$ cat src/hw/rtl/i2csb_pkg.sv
// ----------------------------------------------------------------------------
// i2csb_pkg
// Shared types and constants of the I2C slave buffer engine.
// ----------------------------------------------------------------------------
package i2csb_pkg;

  localparam int BUF_DEPTH_DEFAULT = 32;
  // Width that holds any buffer index or count up to a depth of 256.
  localparam int IDX_EXT_W = 9;

  typedef enum logic [3:0] {
    FUNC_ADDR        = 4'd0,
    FUNC_RXDATA      = 4'd1,
    FUNC_STOP        = 4'd2,
    FUNC_TXDONE      = 4'd3,
    FUNC_ERRSTOP     = 4'd4,
    FUNC_ARBLOST     = 4'd5,
    FUNC_UNKNOWN     = 4'd6,
    FUNC_LOADREPLY   = 4'd7,
    FUNC_STARTREPLY  = 4'd8,
    FUNC_READRX      = 4'd9
  } func_t;

  typedef enum logic [2:0] {
    MODE_IDLE         = 3'd0,
    MODE_RECEIVING    = 3'd1,
    MODE_RECEIVED     = 3'd2,
    MODE_READ_PENDING = 3'd3,
    MODE_SENDING      = 3'd4
  } mode_t;

  typedef enum logic [1:0] {
    CFG_OWN_ADDRESS     = 2'd0,
    CFG_RX_LIMIT        = 2'd1,
    CFG_REPLY_PRELOADED = 2'd2
  } cfg_reg_t;

  typedef struct packed {
    logic [3:0] func;
    logic [7:0] bus_byte;
    logic [4:0] buf_index;
    logic [7:0] reply_byte;
    logic [5:0] reply_length;
  } req_t;

  typedef struct packed {
    logic       ack;
    logic       tx_valid;
    logic [7:0] tx_byte;
    logic       hold_clock;
    logic       bus_reset;
    logic       fault;
    logic [2:0] mode;
    logic       message_ready;
    logic [5:0] rx_count;
    logic [7:0] rx_byte;
  } rsp_t;

  typedef struct packed {
    logic [1:0] index;
    logic [6:0] value;
  } cfg_t;

  // Result of the decode stage; memory bytes are merged in as it moves to the output register.
  typedef struct packed {
    logic       ack;
    logic       tx_valid;
    logic       tx_sel;
    logic       hold_clock;
    logic       bus_reset;
    logic       fault;
    logic [2:0] mode;
    logic       message_ready;
    logic [5:0] rx_count;
    logic       rx_sel;
  } stage_t;

endpackage

$ cat src/hw/rtl/i2csb_chan_if.sv
// ----------------------------------------------------------------------------
// i2csb_chan_if
// Valid/ready channel carrying one payload struct.
// ----------------------------------------------------------------------------
interface i2csb_chan_if #(
  parameter type payload_t = logic
);
  logic     valid;
  logic     ready;
  payload_t data;

  modport source (output valid, output data, input ready);
  modport sink (input valid, input data, output ready);
endinterface

$ cat src/hw/rtl/i2csb_mem.sv
// ----------------------------------------------------------------------------
// i2csb_mem
// Byte buffer with one write port and one registered read port.
// ----------------------------------------------------------------------------
module i2csb_mem #(
  parameter int DEPTH = 32,
  parameter int AW    = 5
) (
  input  logic          clk,
  input  logic          we,
  input  logic [AW-1:0] waddr,
  input  logic [7:0]    wdata,
  input  logic          re,
  input  logic [AW-1:0] raddr,
  output logic [7:0]    rdata
);

  logic [7:0] mem [DEPTH];

  always_ff @(posedge clk) begin
    if (we) begin
      mem[waddr] <= wdata;
    end
  end

  always_ff @(posedge clk) begin
    if (re) begin
      rdata <= mem[raddr];
    end
  end

endmodule

$ cat src/hw/rtl/i2c_slave_buffer_engine.sv
// A request is taken while the decode stage is empty or moving on. Accepting a
// request loads the decode stage, which moves into the output register when
// that is empty or its response is taken; the response is offered from there.
// The engine sustains one request per cycle while responses are taken. Each
// byte buffer has a single read port, read once per request as it is accepted.
// The output register and the decode stage form a two-entry pipeline, so one
// more request is taken while a finished response waits. Byte buffers need no
// clearing after reset.
// ----------------------------------------------------------------------------
// i2c_slave_buffer_engine
// I2C slave transaction engine: address match, receive buffer, reply buffer
// and mode tracking, one bus or software event per request.
// ----------------------------------------------------------------------------
module i2c_slave_buffer_engine
  import i2csb_pkg::*;
#(
  parameter int BUF_DEPTH = BUF_DEPTH_DEFAULT
) (
  input logic    clk,
  input logic    rst,
  i2csb_chan_if.sink   req,
  i2csb_chan_if.source rsp,
  i2csb_chan_if.sink   cfg
);

  localparam int AW = (BUF_DEPTH > 1) ? $clog2(BUF_DEPTH) : 1;
  localparam logic [IDX_EXT_W-1:0] DEPTH_X = IDX_EXT_W'(BUF_DEPTH);

  // configuration
  logic [6:0] own_address;
  logic [5:0] rx_limit;
  logic       reply_preloaded;

  // engine state
  mode_t      mode;
  mode_t      mode_next;
  logic [5:0] rx_cursor;
  logic [5:0] rx_cursor_next;
  logic [5:0] reply_count;
  logic [5:0] reply_count_next;
  logic [5:0] tx_cursor;
  logic [5:0] tx_cursor_next;

  // pipeline
  logic   a_valid;
  stage_t a;
  stage_t a_next;
  logic   b_valid;
  rsp_t   b;
  logic   accept;
  logic   a_move;

  // buffer ports
  logic          rx_we;
  logic          reply_we;
  logic [AW-1:0] rx_waddr;
  logic [AW-1:0] reply_waddr;
  logic [AW-1:0] rx_raddr;
  logic [AW-1:0] reply_raddr;
  logic [7:0]    rx_rd;
  logic [7:0]    reply_rd;

  logic [IDX_EXT_W-1:0] idx_x;
  logic [IDX_EXT_W-1:0] rx_cursor_x;
  logic [IDX_EXT_W-1:0] tx_cursor_x;
  logic [IDX_EXT_W-1:0] limit_x;
  logic [IDX_EXT_W-1:0] rx_cap_x;
  logic [IDX_EXT_W-1:0] rlen_x;
  logic [IDX_EXT_W-1:0] rlen_cap_x;

  assign cfg.ready = 1'b1;

  always_ff @(posedge clk) begin
    if (rst) begin
      own_address     <= '0;
      rx_limit        <= 6'd32;
      reply_preloaded <= 1'b0;
    end else if (cfg.valid) begin
      case (cfg.data.index)
        CFG_OWN_ADDRESS:     own_address     <= cfg.data.value;
        CFG_RX_LIMIT:        rx_limit        <= cfg.data.value[5:0];
        CFG_REPLY_PRELOADED: reply_preloaded <= cfg.data.value[0];
        default: ;
      endcase
    end
  end

  assign a_move    = a_valid && (!b_valid || rsp.ready);
  assign req.ready = !a_valid || a_move;
  assign accept    = req.valid && req.ready;

  assign idx_x       = IDX_EXT_W'(req.data.buf_index);
  assign rx_cursor_x = IDX_EXT_W'(rx_cursor);
  assign tx_cursor_x = IDX_EXT_W'(tx_cursor);
  assign limit_x     = IDX_EXT_W'(rx_limit);
  assign rx_cap_x    = (limit_x > DEPTH_X) ? DEPTH_X : limit_x;
  assign rlen_x      = IDX_EXT_W'(req.data.reply_length);
  assign rlen_cap_x  = (rlen_x > DEPTH_X) ? DEPTH_X : rlen_x;

  assign rx_waddr    = rx_cursor_x[AW-1:0];
  assign reply_waddr = idx_x[AW-1:0];
  assign rx_raddr    = idx_x[AW-1:0];

  always_comb begin
    mode_next        = mode;
    rx_cursor_next   = rx_cursor;
    reply_count_next = reply_count;
    tx_cursor_next   = tx_cursor;
    rx_we            = 1'b0;
    reply_we         = 1'b0;
    reply_raddr      = '0;
    a_next           = '0;

    case (req.data.func)
      FUNC_ADDR: begin
        if (req.data.bus_byte[7:1] == own_address) begin
          a_next.ack = 1'b1;
          if (req.data.bus_byte[0]) begin
            if (mode == MODE_RECEIVED) begin
              if (reply_preloaded) begin
                if (reply_count != '0) begin
                  tx_cursor_next  = 6'd1;
                  a_next.tx_valid = 1'b1;
                  a_next.tx_sel   = 1'b1;
                  mode_next       = MODE_SENDING;
                end else begin
                  a_next.fault = 1'b1;
                end
              end else begin
                mode_next = MODE_READ_PENDING;
              end
            end else begin
              a_next.fault = 1'b1;
            end
          end else begin
            rx_cursor_next = '0;
            mode_next      = MODE_RECEIVING;
          end
        end
      end
      FUNC_RXDATA: begin
        // drop bytes beyond the limit
        if (rx_cursor_x < rx_cap_x) begin
          rx_we          = 1'b1;
          rx_cursor_next = rx_cursor + 6'd1;
        end
        a_next.ack = 1'b1;
      end
      FUNC_STOP: mode_next = MODE_RECEIVED;
      FUNC_TXDONE: begin
        a_next.tx_valid = 1'b1;
        reply_raddr     = tx_cursor_x[AW-1:0];
        if (tx_cursor < reply_count) begin
          a_next.tx_sel  = 1'b1;
          tx_cursor_next = tx_cursor + 6'd1;
          if (tx_cursor_next >= reply_count) begin
            mode_next = MODE_IDLE;
          end
        end
      end
      FUNC_ERRSTOP: ;
      FUNC_ARBLOST: mode_next = MODE_IDLE;
      FUNC_LOADREPLY: reply_we = (idx_x < DEPTH_X);
      FUNC_STARTREPLY: begin
        if (mode != MODE_RECEIVED && mode != MODE_READ_PENDING) begin
          a_next.fault = 1'b1;
        end
        reply_count_next = rlen_cap_x[5:0];
        tx_cursor_next   = 6'd1;
        mode_next        = MODE_SENDING;
        a_next.ack       = 1'b1;
        a_next.tx_valid  = 1'b1;
        if (rlen_cap_x != '0) begin
          a_next.tx_sel = 1'b1;
        end else begin
          a_next.fault = 1'b1;
        end
      end
      FUNC_READRX: a_next.rx_sel = (idx_x < DEPTH_X);
      FUNC_UNKNOWN: a_next.bus_reset = 1'b1;
      default: a_next.bus_reset = 1'b1;
    endcase

    a_next.mode          = mode_next;
    a_next.hold_clock    = (mode_next == MODE_READ_PENDING);
    a_next.message_ready = (mode_next == MODE_RECEIVED);
    a_next.rx_count      = rx_cursor_next;
  end

  always_ff @(posedge clk) begin
    if (rst) begin
      mode        <= MODE_IDLE;
      rx_cursor   <= '0;
      reply_count <= '0;
      tx_cursor   <= '0;
    end else if (accept) begin
      mode        <= mode_next;
      rx_cursor   <= rx_cursor_next;
      reply_count <= reply_count_next;
      tx_cursor   <= tx_cursor_next;
    end
  end

  i2csb_mem #(
    .DEPTH (BUF_DEPTH),
    .AW    (AW)
  ) u_rx_mem (
    .clk   (clk),
    .we    (accept && rx_we),
    .waddr (rx_waddr),
    .wdata (req.data.bus_byte),
    .re    (accept),
    .raddr (rx_raddr),
    .rdata (rx_rd)
  );

  i2csb_mem #(
    .DEPTH (BUF_DEPTH),
    .AW    (AW)
  ) u_reply_mem (
    .clk   (clk),
    .we    (accept && reply_we),
    .waddr (reply_waddr),
    .wdata (req.data.reply_byte),
    .re    (accept),
    .raddr (reply_raddr),
    .rdata (reply_rd)
  );

  // decode stage
  always_ff @(posedge clk) begin
    if (rst) begin
      a_valid <= 1'b0;
    end else if (accept) begin
      a_valid <= 1'b1;
    end else if (a_move) begin
      a_valid <= 1'b0;
    end
  end

  always_ff @(posedge clk) begin
    if (accept) begin
      a <= a_next;
    end
  end

  // output register
  always_ff @(posedge clk) begin
    if (rst) begin
      b_valid <= 1'b0;
    end else if (a_move) begin
      b_valid <= 1'b1;
    end else if (rsp.ready) begin
      b_valid <= 1'b0;
    end
  end

  always_ff @(posedge clk) begin
    if (a_move) begin
      b.ack           <= a.ack;
      b.tx_valid      <= a.tx_valid;
      b.tx_byte       <= a.tx_sel ? reply_rd : 8'd0;
      b.hold_clock    <= a.hold_clock;
      b.bus_reset     <= a.bus_reset;
      b.fault         <= a.fault;
      b.mode          <= a.mode;
      b.message_ready <= a.message_ready;
      b.rx_count      <= a.rx_count;
      b.rx_byte       <= a.rx_sel ? rx_rd : 8'd0;
    end
  end

  assign rsp.valid = b_valid;
  assign rsp.data  = b;

endmodule

$ cat src/flat_wrapper.sv
// flat-port wrapper written by rule: the top's interface ports become plain ports
module i2c_slave_buffer_engine_flat import i2csb_pkg::*;
#(
  parameter int BUF_DEPTH = BUF_DEPTH_DEFAULT
)
  (clk, rst, req_valid, req_data, req_ready, rsp_valid, rsp_data, rsp_ready, cfg_valid, cfg_data, cfg_ready);
  i2csb_chan_if #(.payload_t(req_t)) req_i ();
  i2csb_chan_if #(.payload_t(rsp_t)) rsp_i ();
  i2csb_chan_if #(.payload_t(cfg_t)) cfg_i ();
  input logic clk;
  input logic rst;
  input wire logic [$bits(req_i.valid)-1:0] req_valid;
  input wire logic [$bits(req_i.data)-1:0] req_data;
  output wire logic [$bits(req_i.ready)-1:0] req_ready;
  output wire logic [$bits(rsp_i.valid)-1:0] rsp_valid;
  output wire logic [$bits(rsp_i.data)-1:0] rsp_data;
  input wire logic [$bits(rsp_i.ready)-1:0] rsp_ready;
  input wire logic [$bits(cfg_i.valid)-1:0] cfg_valid;
  input wire logic [$bits(cfg_i.data)-1:0] cfg_data;
  output wire logic [$bits(cfg_i.ready)-1:0] cfg_ready;
  assign req_i.valid = req_valid;
  assign req_i.data = req_data;
  assign req_ready = req_i.ready;
  assign rsp_valid = rsp_i.valid;
  assign rsp_data = rsp_i.data;
  assign rsp_i.ready = rsp_ready;
  assign cfg_i.valid = cfg_valid;
  assign cfg_i.data = cfg_data;
  assign cfg_ready = cfg_i.ready;
  i2c_slave_buffer_engine #(.BUF_DEPTH(BUF_DEPTH)) u_core (.clk(clk), .rst(rst), .req(req_i), .rsp(rsp_i), .cfg(cfg_i));
endmodule
$ cat config.mk
export PLATFORM = sky130hd
export DESIGN_NAME = i2c_slave_buffer_engine_flat
export DESIGN_NICKNAME = d
export VERILOG_FILES = /design/src/hw/rtl/i2csb_pkg.sv /design/src/hw/rtl/i2csb_chan_if.sv /design/src/hw/rtl/i2csb_mem.sv /design/src/hw/rtl/i2c_slave_buffer_engine.sv /design/src/flat_wrapper.sv
export SDC_FILE = /design/constraint.sdc
export NUM_CORES = 1
export LEC_CHECK = 0
export ABC_AREA = 1
export BUFFER_PORTS_ARGS = -buffer_cell sky130_fd_sc_hd__buf_4
export CORE_AREA = 2 2 223 389
export DETAILED_ROUTE_END_ITERATION = 7
export DIE_AREA = 0 0 225 391
export SLEW_MARGIN = 20
export SYNTH_ARGS = -nofsm -noshare
export SYNTH_HDL_FRONTEND = slang
export SYNTH_SLANG_ARGS = --single-unit
$ cat constraint.sdc
create_clock -name clk -period 3 [get_ports clk]
set_input_delay 0.45 -clock clk [delete_from_list [all_inputs] [get_ports clk]]
set_output_delay 0.45 -clock clk [all_outputs]
set_load 0.01 [all_outputs]
# Word-level counts from Yosys, hierarchy flattened
# Memories as Yosys holds them, arrays and structs flattened. A register that Yosys moved wholly into a read port is not among the register bits.
# Cells that the tools add are included.
[word_totals] ff_bits=85 inputBits=45 word_cells=135 out_inout_bits=34 mem_count=2 ramBits=512
[memory_table] name="u_core.u_reply_mem.mem" words=32 width=8 rd=1 rd_ports_with_merged_regs=1 write_ports=1 line="i2csb_mem.sv:18" source="logic [7:0] mem [DEPTH];"
[memory_table] name="u_core.u_rx_mem.mem" words=32 width=8 rd=1 rd_ports_with_merged_regs=1 write_ports=1 line="i2csb_mem.sv:18"
[op_classes] magnitude_cmp=6 n_reduce_logical=23 add_sub_neg=2 mux=51 eq_ne=22
[ops] cell="$mux 6" count=11
[ops] cell="$mux 3" count=8
[ops] cell="$mux 1" count=21
[ops] cell="$pmux 6 s3" count=1
[ops] cell="$pmux 3 s5" count=1
[ops] cell="$add 6x1->6 const B" count=2
[ops] cell="$eq 4x3->1 const B" count=3
[ops] cell="$gt 6x6->1 const B" count=2
[ops] cell="$pmux 6 s2" count=1
[ops] cell="$ne 2x1->1 const B" count=5
[ops] cell="$eq 3x2->1 const B" count=3
[ops] cell="$lt 6x9->1" count=1
[ops] cell="$reduce_bool 9->1" count=1
[ops] cell="$reduce_or 9->1" count=1
[ops] cell="$eq 4x2->1 const B" count=2
[ops] cell="$eq 4x4->1 const B" count=2
[ops] cell="$mux 2" count=4
[ops] cell="$reduce_and 2->1" count=4
[ops] cell="$reduce_and 8->1" count=1
[ops] cell="$eq 7x7->1" count=1
[ops] cell="$ge 6x6->1" count=1
[ops] cell="$lt 5x6->1 const B" count=1
[ops] cell="$lt 6x6->1" count=1
[ops] cell="$ne 3x2->1 const B" count=2
[ops] cell="16 further kinds" count=24

# Depth between registers and ports, before layout
# Gate-level depths: netlist (run 1).
[logic_depth] word_depth=8 mapped_depth=17 ltp_nobuf=17

# Hierarchy
# Synthesis (run 1) repeated with hierarchy kept, for this count alone.
[hier_totals] cells_unflattened=2385 area_unflattened_um2=26110.0
[modules_own_cells] mod="i2csb_mem" n_inst=2 cells_per_inst=922 seq_area_each_um2=7927.6 area_each_um2=10866.7
[modules_own_cells] mod="i2c_slave_buffer_engine" n_inst=1 cells_per_inst=541 seq_area_each_um2=2182.1 area_each_um2=4376.7

# Least setup slack after synthesis (run 1)
# OpenSTA, ideal clock, no wires.
[synth_timing] path_type="register to register" start="reg u_core.rx_limit[2]" end="mem u_core.u_rx_mem.mem[0][0] (enable)" setup_time_ns=0.370 arrival_ns=2.249 n_path_buf=0 required_time_ns=2.630 path_stages_with_launch=15 setup_slack_ns=0.381 period_less_slack_ns=2.619 cell_sequence="dfxtp_1 -> nor2_1 -> nand2_1 -> o21ai_0 -> nand2_1 -> ha_1 -> nand2_1 -> inv_1 -> nand2_1 -> nand2_1 -> nand2_1 -> nand3b_1 -> nor3_1 -> nand2_1 -> nor2_1"
[synth_via] elab_chain_cells=8
[synth_lines] item="start: declaration" line="i2c_slave_buffer_engine.sv:31" source="logic [5:0] rx_limit;"
[synth_lines] item="start signal: assignment" line="i2c_slave_buffer_engine.sv:81" source="CFG_RX_LIMIT: rx_limit <= cfg.data.value[5:0];"
[synth_lines] item="$gt 6x6->1" line="i2c_slave_buffer_engine.sv:96" source="assign rx_cap_x = (limit_x > DEPTH_X) ? DEPTH_X : limit_x;"
[synth_lines] item="$mux 6 (*)" line="i2c_slave_buffer_engine.sv:96"
[synth_lines] item="$lt 6x9->1 (*)" line="i2c_slave_buffer_engine.sv:143" source="if (rx_cursor_x < rx_cap_x) begin"
[synth_lines] item="$mux 1 (*)" line="i2c_slave_buffer_engine.sv:143"
[synth_lines] item="$mux 1 (*)" line="i2c_slave_buffer_engine.sv:114" source="case (req.data.func)"
[synth_lines] item="$logic_and 1x1->1 (*)" line="i2c_slave_buffer_engine.sv:209" source=".we (accept && rx_we),"
[synth_lines] item="$mux 1 (*)" line="i2csb_mem.sv:21" source="if (we) begin"
[synth_lines] item="$mux 1 (implied by the code) (*)" line="i2csb_mem.sv:22" source="mem[waddr] <= wdata;"
[synth_lines] item="end: declaration" line="i2csb_mem.sv:18"
# Every way passes the cells marked *; elsewhere a longest branch is shown, timed or not.

# Worst setup path after layout (run 1)
[layout_timing] start="reg u_core.rx_limit[2]" end="mem u_core.u_rx_mem.mem[10][5] (enable)"
# The elaborated chain is that of the path after synthesis.

==> results of run 1 <==
## cell type report
cell class	instances	share of cell area, %
clock buffers	66	4.86
clock inverters	35	1.43
inverters	238	3.02
multi-input cells	1157	19.9
flip-flops and latches	613	61.0
well taps	1080	4.57
repair buffers	195	5.16
## layer usage
| metal | global-route usage [%] | vias up | routed length [um] |
|---|---|---|---|
| met5 | 0 | - | 0 |
| met4 | 8.54 | 0 | 3830 |
| met3 | 1.55 | 172 | 2570 |
| met2 | 29.1 | 485 | 36200 |
| met1 | 15.2 | 7950 | 23300 |
| li1 | - | 7722 | - |
## state kept, by name, indices dropped and copies added (netlist names), 3 cells and up
signal	count
u_core.rsp.data	31
u_core.reply_count	6
u_core.u_rx_mem.rdata	8
u_core.mode	3
u_core.rx_cursor	6
u_core.a	17
u_core.u_reply_mem.mem	256
u_core.tx_cursor	6
u_core.rx_limit	6
u_core.u_rx_mem.mem	256
u_core.own_address	7
u_core.u_reply_mem.rdata	8
## Yosys cell counts, drive strengths merged, types with 2 or more instances
cell type / count
nand2: 366
a21oi: 91
ha: 22
inv: 236
o21ai: 75
clkbuf: 50
nand3: 165
nor2: 196
or2: 15
edfxtp: 576
nor3: 25
o211ai: 58
xor2: 4
a221oi: 8
dfxtp: 37
nand4: 4
nand3b: 3
buf: 43
a22oi: 113
clkinv: 2
xnor2: 5
## cell families after synthesis
group | synth area share, %
and+or+nand+nor | 13.0
adders and majority gates | 1.09
other | 0.0149
DFF | 71.5
xor gates and xnor gates | 0.313
buffers and inverters | 5.22
AOI/OAI and AO/OA | 8.80
## layout by cell type (no fill, tap or decap), types with 2 or more instances in the layout
| cell | count |
|---|---|
| a21oi_1 | 90 |
| a221oi_1 | 8 |
| a22oi_1 | 113 |
| buf_12 | 5 |
| buf_4 | 190 |
| bufinv_16 | 8 |
| clkbuf_1 | 9 |
| clkbuf_16 | 55 |
| clkbuf_8 | 2 |
| clkinv_1 | 9 |
| clkinv_2 | 9 |
| clkinv_4 | 5 |
| clkinvlp_4 | 2 |
| dfxtp_1 | 37 |
| edfxtp_1 | 576 |
| ha_1 | 22 |
| inv_1 | 229 |
| inv_2 | 7 |
| inv_6 | 2 |
| nand2_1 | 361 |
| nand2_2 | 2 |
| nand2_4 | 3 |
| nand3_1 | 164 |
| nand3b_1 | 3 |
| nand4_1 | 4 |
| nor2_1 | 186 |
| nor2_2 | 6 |
| nor2_4 | 3 |
| nor3_1 | 25 |
| o211ai_1 | 58 |
| o21ai_0 | 74 |
| or2_2 | 15 |
| xnor2_1 | 5 |
| xor2_1 | 4 |
## power breakdown
group	leakage (nW)	total, mW	internal [mW]	switching [mW]
clock	0.909	7.27	4.13	3.14
combinational	4.56	0.831	0.248	0.583
sequential	5.53	9.48	9.43	0.0460
## worst register-to-register path, cell delays in order, from the launching register on
cell and delay, ns:
dfxtp_1 0.32, nor2_1 0.11, nand2_1 0.06, o21ai_0 0.19, nand2_1 0.09, ha_1 0.27, nand2_1 0.08, inv_1 0.04
nand2_1 0.05, nand2_1 0.06, nand2_1 0.06, nand3b_1 0.14, nor3_1 0.29, nand2_1 0.10, buf_4 0.21, nor2_1 0.12
buf_4 0.19
## worst paths after layout
check                                     to  slack [ns]  depth (start not counted)
setup / recovery  u_core.u_rx_mem.mem[10][5]        0.29                         16
setup reg to reg  u_core.u_rx_mem.mem[10][5]        0.29                         16
hold / removal            u_core.rx_limit[2]        0.07                          3
hold reg to reg           u_core.rsp.data[9]        0.42                          0
==> metrics.md, run 1 <==
| Metric | Value |
|---|---|
| Sink Count | 613 |
| Hold Path Class | input port to flip-flop |
| Die W | 225 um |
| Leak | 11.0 nW |
| CP Launch Type | flip-flop |
| Core Util, Final | 34.7% |
| Pwr Total | 17.6 mW |
| Synth area leaders | edfxtp_1 (69%), nand2_1 (5.4%), inv_1 (3.5%) |
| TritonRoute pass-1 iters | 6 |
| Delay-heaviest family, CP | simple AND/OR/NAND/NOR gates |
| Buffers added on ports | 77 |
| Max stage delay on crit path | 0.32 ns |
| Max Buffers Root-to-Sink | 3 |
| Initial DRC Count | 1035 |
| Data required time of the critical path | 3.30 ns |
| Worst Path Buf+Inv | 3 |
| Peak VDD IR | 0.403 mV |
| Dominant synthesized flop cell | edfxtp_1 |
| Share of the yosys chip area belonging to registers | 71.5% |
| FF+latch count, synth | 613 |
| Max-slew violations | 0 |
| Slew Limit Headroom | 50.3% |
| GP Congestion | 0.919 |
| Post-synth EDFFs | 576 |
| Design Area, Final | 29600 um2 |
| Largest net degree at the start of global routing | 56 |
| Crit Path Category | flip-flop to flip-flop |
| Min-delay src | cfg_data[2] |
| Filler cells | 8184 |
| Sequential standard cell area | 18000 um2 |
| Post-route DRC | 0 |
| Synth async-reset ratio | 0% |
| Cell taking the most area after synthesis | edfxtp_1 |
| Final wirelength | 66000 um |
| CTS tree | yes |
| Final Hold Viols | 0 |
| Post-synth net total | 2168 |
| Synthesized cell area | 25200 um2 |
| Synth unique cells | 39 |
| FMAX | 0.369 GHz |
| Non-filler instance count after layout | 3384 |
| Clk Latency, worst-skew pair | 0.62 ns |
| DR vias | 16300 |
| Initial antenna violation count | 0 |
| Core Region | 85100 um2 |
| Share of cells above drive strength 1 | 13.9% |
| Starting Density | 29.6% |
| Hold slack | 0.0710 ns |
| Routed Antenna Nets | 0 |
| Setup violations, final | 0 |
| Placed instance area | 27700 um2 |
| R2r startpoint | u_core.rx_limit[2] |
| Final setup margin | 0.288 ns |
| HPWL Detailed | 44500 um |
| Ys Warns | 0 |
| Global route overflow | 0 |
| RSZ-0062 raised after global routing | no |
| Slew @ Worst Pin | 0.744 ns |
| Setup Fix Bufs, Post-CTS | 0 |
| Cts bufs inserted | 54 |
| Final Cycle Share | 90.4% |
| Max-Cap Viols | 0 |
| CP arrival | 3.01 ns |
| Die height | 391 um |
| Status | finished clean |
| Num ports | 79 |
| Clock skew | 0.0406 ns |
| Die area | 88000 um2 |
| Syn_area_per_cell | 12.0 um2 |
| Clock transition at path regs | 0.07 ns |
| CP max stage cell | dfxtp_1 |
| Crit. Startpoint | u_core.rx_limit[2] |
| Antenna diodes | 0 |
| Vias in the first global route | 16900 |
| DR WL/cell | 19.5 um |
| TNS Setup | 0 ns |
| Clock Tree Root | clkbuf_16 |
| Cell Rows | 142 |
| Multi-input gate area | 5890 um2 |
| Mapped Cells | 2101 |
| Share of the synthesized area in the top cell type | 68.6% |
| PwrDens | 595 nW/um2 |
| Post-CTS Resized | 0 |
| Vias per cell | 4.83 |
| Worst-path cell chain | nor2_1 > nand2_1 > o21ai_0 > nand2_1 > ha_1 > nand2_1 > inv_1 > nand2_1 > nand2_1 > nand2_1 > nand3b_1 > nor3_1 > nand2_1 > buf_4 > nor2_1 > buf_4 |
| Max FO, Critical Path | 8 |
| First-pass GRT wire length | 98800 um |
| Max H-tree Level | 2 |
| Dpl cells | 3283 |
| Post-layout net count | 2326 |
| Setup crit end kind | flip-flop |
| Crit-path most repeated cell | nand2_1 |
| GRT Overall Usage | 14.9% |
| Synthesis-to-layout area growth | 17.3% |
| Tmin final | 2.71 ns |
| Hold Buf Count CTS | 0 |
| Pre-CTS setup slack | 0.317 ns |
Power figures use the tool's default switching activity.
==> run 2: changes to the inputs <==
--- a/config.mk
+++ b/config.mk
@@ -10,6 +10,7 @@
 export CORE_AREA = 2 2 223 389
 export DETAILED_ROUTE_END_ITERATION = 7
 export DIE_AREA = 0 0 225 391
+export REMOVE_ABC_BUFFERS = 1
 export SLEW_MARGIN = 20
 export SYNTH_ARGS = -nofsm -noshare
 export SYNTH_HDL_FRONTEND = slang
==> run 2 against run 1 <==
  * Clock-buffer cell count fell by 7
  * Maximum frequency up 0.45%
  * Design area is 0.33% lower
  * Via count is 0.82% lower
  * First-iteration DRC count rose by 31%
  * Utilization fell by 0.11 points
  * Power about the same
  * Clock power barely moved
  * Die area did not move
  * Worst hold slack gained 0.016 ns
  * Clock skew decreased by 0.024 ns
  * Critical path depth is 1 higher
  * Largest cell class unchanged
  * Largest power group unchanged
  * Highest routed layer unchanged
==> metrics.md, run 2 (same netlist as run 1, synthesis figures left out) <==
| Metric | Value |
|---|---|
| Status | finished clean |
| Design Area, Final | 29500 um2 |
| Max FO, Critical Path | 8 |
| CP Launch Type | flip-flop |
| Setup crit end kind | flip-flop |
| Post-CTS Resized | 0 |
| Clock Tree Root | clkbuf_16 |
| Vias in the first global route | 16600 |
| Placed instance area | 27600 um2 |
| CP max stage cell | dfxtp_1 |
| Worst Hold Path EP | u_core.own_address[6] |
| Clock transition at path regs | 0.07 ns |
| Buffers added on ports | 77 |
| Max-Cap Viols | 0 |
| Routed wl met3 | 2320 um |
| Met1 wire length | 23300 um |
| Worst Hold Depth | 3 |
| Starting Density | 29.6% |
| PwrDens | 597 nW/um2 |
| First-pass GRT wire length | 98100 um |
| TritonRoute pass-1 iters | 7 |
| R2r startpoint | u_core.rx_limit[0] |
| Max-slew violations | 0 |
| Non-filler instance count after layout | 3369 |
| HPWL Detailed | 45500 um |
| Final Cycle Share | 90.0% |
| Vias per cell | 4.81 |
| Clock skew | 0.0163 ns |
| Num ports | 79 |
| Slew Limit Headroom | 47.8% |
| RSZ-0062 raised after global routing | no |
| R2R Setup Slk | 0.30 ns |
| Max H-tree Level | 2 |
| Final wirelength | 66000 um |
| WL met2 | 37000 um |
| DR vias | 16200 |
| Sink Count | 613 |
| Most frequent cells in the layout | edfxtp_1 (576), nand2_1 (361), inv_1 (229), nor2_1 (185), buf_4 (177) |
| Data required time of the critical path | 3.30 ns |
| Die W | 225 um |
| Core Region | 85100 um2 |
| Dpl cells | 3270 |
| Hold Buf Count CTS | 0 |
| Setup Fix Bufs, Post-CTS | 0 |
| Min-delay src | cfg_data[6] |
| Share of cells above drive strength 1 | 13.5% |
| CP arrival | 3.00 ns |
| GP Congestion | 0.876 |
| Die height | 391 um |
| Worst-path cell chain | nor2_1 > nand2_1 > o21ai_0 > nand2_1 > ha_1 > nand2_1 > inv_1 > nand2_1 > nand2_1 > nand2_1 > nand3b_1 > nor3_1 > buf_4 > nand2_1 > buf_4 > nor2_1 > buf_4 |
| Peak VDD IR | 0.413 mV |
| DR WL/cell | 19.6 um |
| Setup violations, final | 0 |
| Final Hold Viols | 0 |
| Initial DRC Count | 1358 |
| Commonest non-fill, non-tap cell in the layout | edfxtp_1 |
| Post-layout net count | 2312 |
| Synthesis-to-layout area growth | 16.9% |
| Tmin final | 2.70 ns |
| Largest net degree at the start of global routing | 90 |
| Hold Path Class | input port to flip-flop |
| Routed Antenna Nets | 0 |
| Cell Rows | 142 |
| Clk Latency, worst-skew pair | 0.60 ns |
| Max stage delay on crit path | 0.34 ns |
| Core Util, Final | 34.6% |
| Crit Path Category | flip-flop to flip-flop |
| Cts bufs inserted | 53 |
| FMAX | 0.370 GHz |
| GRT Overall Usage | 14.8% |
| Reg2Reg Depth | 17 |
| Initial antenna violation count | 1 |
| Global route overflow | 0 |
| Post-route DRC | 0 |
| Die area | 88000 um2 |
| Reg2reg end | u_core.u_rx_mem.mem[30][5] |
| Top Metal Used | met4 |
| Crit-path most repeated cell | nand2_1 |
| Leak | 10.9 nW |
| CTS tree | yes |
| Max Buffers Root-to-Sink | 3 |
| Slew @ Worst Pin | 0.777 ns |
-- run 2: changes by cell type in the layout (fill, tap and decap cells not counted), sizes merged --
| cell | previous run | this run |
|---|---|---|
| clkbuf | 66 | 59 |
| bufinv | 8 | 11 |
| clkinv | 24 | 23 |
| diode | 0 | 1 |
| clkinvlp | 2 | 4 |
| buf | 195 | 182 |
-- run 2: power by group --
part	total (mW)	internal [mW]	switching, mW
Sequential	9.48	9.43	0.0479
Combinational	0.826	0.243	0.583
Clock	7.28	4.22	3.06
-- run 2: cell type report --
cell class | count | area (um2)
fill | 8186 | 55600
sequential | 613 | 18000
multi-input combinational | 1157 | 5900
timing repair buffer | 182 | 1430
clock buffer | 59 | 1360
tap | 1080 | 1350
inverter | 238 | 893
clock inverter | 39 | 490
antenna | 1 | 2.50
-- run 2: layer usage --
layer	track usage (%)	up-vias
met2	29.6	410
met3	1.59	149
met1	14.9	7953
met4	7.60	0
met5	0	-
li1	-	7683
-- run 2: per-stage QoR --
| stage | setup WS (ns) | power [mW] | hold WS, ns | setup TNS [ns] |
|---|---|---|---|---|
| after global routing | 0.0576 | 18.1 | 0.0870 | 0 |
| after CTS | 0.0979 | 17.7 | 0.0558 | 0 |
| after global placement | 0.130 | 10.5 | 0.402 | 0 |
| after detailed placement | 0.134 | 10.5 | 0.405 | 0 |
| after floorplan | -0.914 | 10.0 | 0.400 | -113.54 |
| final | 0.300 | 17.6 | 0.0867 | 0 |
-- run 2: worst max path at each step --
stage | startpoint | to | cells after the start
floorplan | req_data[14] | u_core.u_reply_mem.mem[13][0] | 4
global placement | u_core.rx_limit[2] | u_core.u_rx_mem.mem[31][3] | 15
detailed placement | u_core.rx_limit[0] | u_core.u_rx_mem.mem[31][3] | 15
CTS | u_core.rx_limit[0] | u_core.u_rx_mem.mem[31][7] | 15
global route | u_core.rx_limit[0] | u_core.u_rx_mem.mem[30][5] | 17
finish | u_core.rx_limit[0] | u_core.u_rx_mem.mem[30][5] | 17
-- run 2: worst max-delay path: cells and delay by family (launching register included) --
family                     cells  cell delay, ns
buffers and inverters          4            0.58
DFF                            1            0.34
AOI/OAI and AO/OA              1            0.20
adders and majority gates      1            0.29
and+or+nand+nor               11            0.98
